[config.mk]
export PLATFORM = sky130hd
export DESIGN_NAME = cmos_rtc_register_port_core
export DESIGN_NICKNAME = d
export VERILOG_FILES = /design/src/crtc_pkg.sv /design/src/crtc_ram.sv /design/src/crtc_rsp_sel.sv /design/src/cmos_rtc_register_port_core.sv
export SDC_FILE = /design/constraint.sdc
export NUM_CORES = 2
export LEC_CHECK = 0
export ABC_AREA = 0
export BUFFER_PORTS_ARGS = -buffer_cell sky130_fd_sc_hd__buf_2
export CORE_AREA = 4 4 391 393
export DETAILED_ROUTE_END_ITERATION = 6
export DIE_AREA = 0 0 395 397
export PLACE_DENSITY_LB_ADDON = 0.05
export SYNTH_ARGS = -nofsm -noshare
export SYNTH_HDL_FRONTEND = slang
export SYNTH_HIERARCHICAL = 1
export SYNTH_SLANG_ARGS = --single-unit
[constraint.sdc]
create_clock -name clk -period 8.1 [get_ports clk]
set_input_delay 2.025 -clock clk [delete_from_list [all_inputs] [get_ports clk]]
set_output_delay 2.025 -clock clk [all_outputs]
set_load 0.05 [all_outputs]
[src/crtc_pkg.sv]
package crtc_pkg;

  localparam int IDX_W = 7;

  // Access kind and port codes
  localparam logic FUNC_READ  = 1'b0;
  localparam logic FUNC_WRITE = 1'b1;
  localparam logic PORT_INDEX = 1'b0;
  localparam logic PORT_DATA  = 1'b1;

  // Clock and status indices
  localparam logic [IDX_W-1:0] IDX_SECONDS  = 7'h00;
  localparam logic [IDX_W-1:0] IDX_MINUTES  = 7'h02;
  localparam logic [IDX_W-1:0] IDX_HOURS    = 7'h04;
  localparam logic [IDX_W-1:0] IDX_WEEKDAY  = 7'h06;
  localparam logic [IDX_W-1:0] IDX_MONTHDAY = 7'h07;
  localparam logic [IDX_W-1:0] IDX_MONTH    = 7'h08;
  localparam logic [IDX_W-1:0] IDX_YEAR     = 7'h09;
  localparam logic [IDX_W-1:0] IDX_STATUS_C = 7'h0C;
  localparam logic [IDX_W-1:0] IDX_STATUS_D = 7'h0D;
  localparam logic [IDX_W-1:0] IDX_CENTURY  = 7'h32;

  typedef struct packed {
    logic [7:0] hi;   // year / 100
    logic [6:0] lo;   // year % 100
  } year_split_t;

  typedef struct packed {
    logic [5:0]  second;
    logic [5:0]  minute;
    logic [4:0]  hour;
    logic [2:0]  weekday;
    logic [4:0]  monthday;
    logic [3:0]  month;
    year_split_t year;
  } crtc_time_t;

  // Divide by 100 as a multiply by 5243 / 2^19; exact over the full 14-bit range
  function automatic year_split_t year_split(input logic [13:0] year);
    logic [26:0] prod;
    logic [7:0]  quo;
    logic [13:0] back;
    prod = 27'(year) * 27'd5243;
    quo  = prod[26:19];
    back = 14'(quo) * 14'd100;
    return '{hi: quo, lo: 7'(year - back)};
  endfunction

  // Binary to packed BCD, tens digit kept to four bits; divide by 10 as 205 / 2^11
  function automatic logic [7:0] to_bcd(input logic [7:0] v);
    logic [15:0] prod;
    logic [4:0]  tens;
    logic [7:0]  back;
    logic [7:0]  rem;
    prod = 16'(v) * 16'd205;
    tens = prod[15:11];
    back = 8'(tens) * 8'd10;
    rem  = v - back;
    return {tens[3:0], rem[3:0]};
  endfunction

endpackage

[src/crtc_ram.sv]
module crtc_ram #(
  parameter int DEPTH  = 128,
  parameter int ADDR_W = 7
) (
  input  logic              clk,
  input  logic              rst,
  input  logic              wr_en,
  input  logic [ADDR_W-1:0] wr_addr,
  input  logic [7:0]        wr_data,
  input  logic              rd_en,
  input  logic [ADDR_W-1:0] rd_addr,
  output logic [7:0]        rd_data,
  output logic              rd_hit
);

  logic [7:0]     mem [DEPTH];
  logic [DEPTH-1:0] written;

  always_ff @(posedge clk) begin
    if (wr_en) begin
      mem[wr_addr] <= wr_data;
    end
    if (rd_en) begin
      rd_data <= mem[rd_addr];
    end
  end

  // Per-byte written flags; rd_hit lets the reader show unwritten bytes as zero
  always_ff @(posedge clk) begin
    if (rst) begin
      written <= '0;
      rd_hit  <= 1'b0;
    end else begin
      if (wr_en) begin
        written[wr_addr] <= 1'b1;
      end
      if (rd_en) begin
        rd_hit <= written[rd_addr];
      end
    end
  end

endmodule

[src/crtc_rsp_sel.sv]
module crtc_rsp_sel (
  input  logic [crtc_pkg::IDX_W-1:0] idx,
  input  logic                       in_range,
  input  crtc_pkg::crtc_time_t       now,
  input  logic [7:0]                 ram_data,
  input  logic                       ram_hit,
  output logic [7:0]                 rsp_byte
);
  import crtc_pkg::*;

  logic [7:0] clk_val;
  logic       is_clock;

  always_comb begin
    is_clock = 1'b1;
    case (idx)
      IDX_SECONDS:  clk_val = 8'(now.second);
      IDX_MINUTES:  clk_val = 8'(now.minute);
      IDX_HOURS:    clk_val = 8'(now.hour);
      IDX_WEEKDAY:  clk_val = 8'(now.weekday) + 8'd1;
      IDX_MONTHDAY: clk_val = 8'(now.monthday);
      IDX_MONTH:    clk_val = 8'(now.month) + 8'd1;
      IDX_YEAR:     clk_val = 8'(now.year.lo);
      IDX_CENTURY:  clk_val = now.year.hi;
      default: begin
        clk_val  = '0;
        is_clock = 1'b0;
      end
    endcase
  end

  assign rsp_byte = is_clock ? to_bcd(clk_val)
                  : ((in_range && ram_hit) ? ram_data : 8'h00);

endmodule

[src/cmos_rtc_register_port_core.sv]
// A data port read passes from the request stage into the response register (read_data).
// Throughput: one request per cycle while responses drain; req_ready stays high
//   whenever the response register is empty or being drained.
// Reset (rst, synchronous): index clears to zero and every RAM byte reads as zero,
//   through per-byte written flags; no clearing sweep, requests accepted at once.
module cmos_rtc_register_port_core #(
  parameter int RAM_DEPTH = 128
) (
  input  logic        clk,
  input  logic        rst,
  input  logic        req_valid,
  output logic        req_ready,
  input  logic        func,
  input  logic        port_select,
  input  logic [7:0]  write_data,
  input  logic [5:0]  now_second,
  input  logic [5:0]  now_minute,
  input  logic [4:0]  now_hour,
  input  logic [2:0]  now_weekday,
  input  logic [4:0]  now_monthday,
  input  logic [3:0]  now_month,
  input  logic [13:0] now_year,
  output logic        rsp_valid,
  input  logic        rsp_ready,
  output logic [7:0]  read_data
);
  import crtc_pkg::*;

  localparam int ADDR_W = $clog2(RAM_DEPTH);
  localparam logic [IDX_W:0] DEPTH_LIM = (IDX_W+1)'(RAM_DEPTH);

  // Current index register (NMI mask bit is dropped on write)
  logic [IDX_W-1:0] idx;

  // Request stage: a data port read waiting for its RAM byte
  logic             s1_valid;
  logic [IDX_W-1:0] s1_idx;
  logic             s1_in_range;
  crtc_time_t       s1_time;

  logic             accept;
  logic             in_range;
  logic             rd_req;
  logic             wr_en;
  logic             s1_adv;
  logic [7:0]       ram_data;
  logic             ram_hit;
  logic [7:0]       rsp_byte;

  assign accept   = req_valid && req_ready;
  assign in_range = {1'b0, idx} < DEPTH_LIM;

  // Status registers C and D are read-only; bytes beyond the RAM are dropped
  assign wr_en = accept && (func == FUNC_WRITE) && (port_select == PORT_DATA)
              && (idx != IDX_STATUS_C) && (idx != IDX_STATUS_D) && in_range;

  // Only data port reads produce a response
  assign rd_req = accept && (func == FUNC_READ) && (port_select == PORT_DATA);

  // Response register parts the two sides; the request stage drains into it
  assign s1_adv    = s1_valid && (!rsp_valid || rsp_ready);
  assign req_ready = !s1_valid || s1_adv;

  always_ff @(posedge clk) begin
    if (rst) begin
      idx <= '0;
    end else if (accept && (func == FUNC_WRITE) && (port_select == PORT_INDEX)) begin
      idx <= write_data[IDX_W-1:0];
    end
  end

  always_ff @(posedge clk) begin
    if (rst) begin
      s1_valid <= 1'b0;
    end else if (rd_req) begin
      s1_valid <= 1'b1;
    end else if (s1_adv) begin
      s1_valid <= 1'b0;
    end
  end

  // Year split into century and year-of-century on the way in
  always_ff @(posedge clk) begin
    if (rd_req) begin
      s1_idx           <= idx;
      s1_in_range      <= in_range;
      s1_time.second   <= now_second;
      s1_time.minute   <= now_minute;
      s1_time.hour     <= now_hour;
      s1_time.weekday  <= now_weekday;
      s1_time.monthday <= now_monthday;
      s1_time.month    <= now_month;
      s1_time.year     <= year_split(now_year);
    end
  end

  // A write at one edge is visible to a read accepted at the next
  crtc_ram #(
    .DEPTH  (RAM_DEPTH),
    .ADDR_W (ADDR_W)
  ) u_ram (
    .clk     (clk),
    .rst     (rst),
    .wr_en   (wr_en),
    .wr_addr (idx[ADDR_W-1:0]),
    .wr_data (write_data),
    .rd_en   (rd_req && in_range),
    .rd_addr (idx[ADDR_W-1:0]),
    .rd_data (ram_data),
    .rd_hit  (ram_hit)
  );

  crtc_rsp_sel u_sel (
    .idx      (s1_idx),
    .in_range (s1_in_range),
    .now      (s1_time),
    .ram_data (ram_data),
    .ram_hit  (ram_hit),
    .rsp_byte (rsp_byte)
  );

  always_ff @(posedge clk) begin
    if (rst) begin
      rsp_valid <= 1'b0;
    end else if (s1_adv) begin
      rsp_valid <= 1'b1;
    end else if (rsp_ready) begin
      rsp_valid <= 1'b0;
    end
  end

  always_ff @(posedge clk) begin
    if (s1_adv) begin
      read_data <= rsp_byte;
    end
  end

endmodule

==> results.md <==
* Final Hold Fails at 0
* Multi-input logic area at 15300 sq um
* Ys Warns at 6
* Clk_lat worst skew at 0.77 ns
* Most used routing layer: met2
* Cts hold-fix bufs at 0
* DIE WIDTH at 395 um
* Register bit total from synthesis at 1229
* I/O Pins at 67
* Worst hold path type: register to register
* Unrepaired setup endpoints after global routing: no
* Clock share of power at 40.6%
* Mean routed wirelength per cell at 26.8 um
* Final ANT Viol Nets at 0
* HPWL reported at the end of detailed placement at 89000 um
* Worst-Margin Slew at 1.26 ns
* Global route overflow at 0
* GRT Overall Usage at 17.7%
* Drt via density at 5.15
* Met3 track demand over resource at 2.98%
* Register area share after synthesis at 68.4%
* Share of layout cells above drive strength 1 at 24.3%
* Required @ worst endpoint at 8.60 ns
* Fmax at 0.137 GHz
* Antenna violations before repair at 6
* CTS clk-pin slew, worst paths at 0.05 ns
* Critical setup path kind: input port to register
* Hold_ws at 0.464 ns
* Status: finished clean
* Area Overhead vs Synth at 14.5%
* Vias after detailed routing at 26397
* IO buf count at 66
* Row count at 142
* Postcts setup bufs at 0
* DRT Pass-1 Iters at 5
* Met2 usage at 28.9%
* CORE AREA at 149000 sq um
* Clock Tree Buf Depth at 3
* Maximum VDD drop at 173 uV
* Worst slew margin at 15.9%
* Die Ht at 397 um
* DRC at 0
* Max-slew violations at 0
* Die area at 157000 sq um
* EDFF count, synth at 1091
* Tcrit/Tclk final at 90.3%
* Mapped Cells at 2824
* Register Area at 35500 sq um
* Most used DFF post-synth: edfxtp_1
* Pleak at 0.0197 uW
* GRT met1 Usage at 24.8%
* P per Cell Area at 256 nW/um^2
* Power Internal at 11500 uW
* Final Util at 39.8%
* TritonCTS Buffers at 139
* Crit-path max FO at 6
* Pre-CTS setup slack at 0.0609 ns
* H-Tree Depth at 4
* Max cap viols at 0
* Fin Setup TNS at 0 ns
* Commonest cells after routing, fill and taps aside: edfxtp_1, nor2_1, mux4_2, ha_1, clkbuf_16
* Net count reported at finish at 3265
* Part of the power in registers at 46.1%
* Global-route wire length before repair at 201000 um
* Number of global-route vias before repair at 27567
* Largest net degree at the start of global routing at 110
* Mapped Area at 51900 sq um
* Net Switching at 3660 uW
* CP endpoint kind: register
* Setup violators final at 0
* Syn_area_per_cell at 18.4 sq um
* Clock skew after layout at 0.0277 ns
* Final min period at 7.31 ns
* # clock sinks at 1229
* Total power at 15200 uW
* Post-CTS sizing at 0
* CP arrival at 7.82 ns
* Fill cells at 13473
* Worst setup margin at 0.787 ns
* Starting Density at 34.8%
* Sw frac at 24.1%
* Root Buffer: clkbuf_16
* Starting DRT DRC Count at 2144
* GP Congestion at 0.788
* Library cells used by synthesis at 82
* Combinational Power Share at 13.2%
* Most common cell after layout, fill and taps aside: edfxtp_1
* CTS tree: yes
* Startpoint types: input port
* Total wire length at 137000 um
* Async SR Flop Fraction at 0%
==> synthesized netlist by cell type (26+ instances only) <==
library cell,instances,share of area [%]
nor2_1,418,3.0
mux4_2,361,16
nand2_1,55,0.40
inv_1,136,0.98
mux2i_1,26,0.50
buf_2,27,0.26
fa_1,76,2.9
edfxtp_1,1091,63
ha_1,141,3.4
clkbuf_1,78,0.56
nand3_1,31,0.30
dfxtp_1,138,5.3
==> per-stage QoR <==
stage                     std cells  area [sq um]
after detailed placement       4866         55000
after floorplan                2825         51900
final                          5122         59500
after global routing           5120         59400
after global placement         4866         55000
after CTS                      5120         59400
==> registers in the layout (all words and copies together) (netlist names) <==
name,count
read_data,8
s1_valid,1
s1_time,44
u_ram/rd_hit,1
idx,7
u_ram/written,128
rsp_valid,1
u_ram/rd_data,8
s1_idx,7
u_ram/mem,1024
==> kinds of logic (layout without fill, tap and decap cells) <==
kind of cell / after synthesis / in the layout / share of synthesized area, %
mux: 393 / 393 / 16.3
flops: 1229 / 1229 / 68.4
xor+xnor: 26 / 26 / 0.547
compound gates: 112 / 112 / 1.61
other cells: 1 / 4 / 0.00722
simple gates: 583 / 583 / 4.76
fa+ha+maj: 217 / 217 / 6.33
buf+inv: 263 / 542 / 2.07
==> layout make-up <==
type	instances	share of cell area [%]
Antenna cell	2	0.00842
Clock buffer	189	6.44
Clock inverter	65	1.12
Inverter	140	0.890
Multi-Input combinational cell	1333	25.8
Sequential cell	1229	59.8
Tap cell	2016	4.24
Timing Repair Buffer	148	1.72
==> metal layers <==
metal,part of all wire [%],wire [um],vias up
li1,-,-,11384
met1,45,61700,14275
met2,49,67300,595
met3,4.3,5950,143
met4,1.7,2350,0
met5,0,0,-
==> path summary, 6_finish.rpt <==
check / slack [ns] / from / endpoint / cells after the start
max: 0.79 / now_year[10] / s1_time[6] / 24
min: 0.46 / u_ram/written[118] / u_ram/written[118] / 2
max reg2reg: 1.18 / s1_idx[3] / read_data[3] / 24
min reg2reg: 0.46 / u_ram/written[118] / u_ram/written[118] / 2
==> worst max-delay path, stage by stage <==
cell and delay, ns:
buf_2 0.16, buf_4 0.15, ha_1 0.32, fa_1 0.43, fa_1 0.45, fa_1 0.52
inv_1 0.07, fa_1 0.55, inv_1 0.05, ha_1 0.32, a21oi_1 0.21, nor2b_1 0.08
o221a_2 0.26, nor3_2 0.24, xnor2_1 0.21, ha_1 0.26, fa_1 0.22, inv_1 0.06
a21o_1 0.17, a21oi_1 0.17, xnor2_1 0.17, xnor3_1 0.35, xnor2_1 0.16, xnor3_1 0.22
==> power groups by stage <==
| stage | logic, uW | registers, uW | clock network, uW |
|---|---|---|---|
| finish | 2010 | 7010 | 6180 |
| global route | 2270 | 7020 | 6670 |
| CTS | 2060 | 7010 | 6380 |
| detailed placement | 2030 | 7150 | 0 |
| global placement | 2040 | 7150 | 0 |
| floorplan | 1320 | 7130 | 0 |
(Power assumes the default switching activity.)
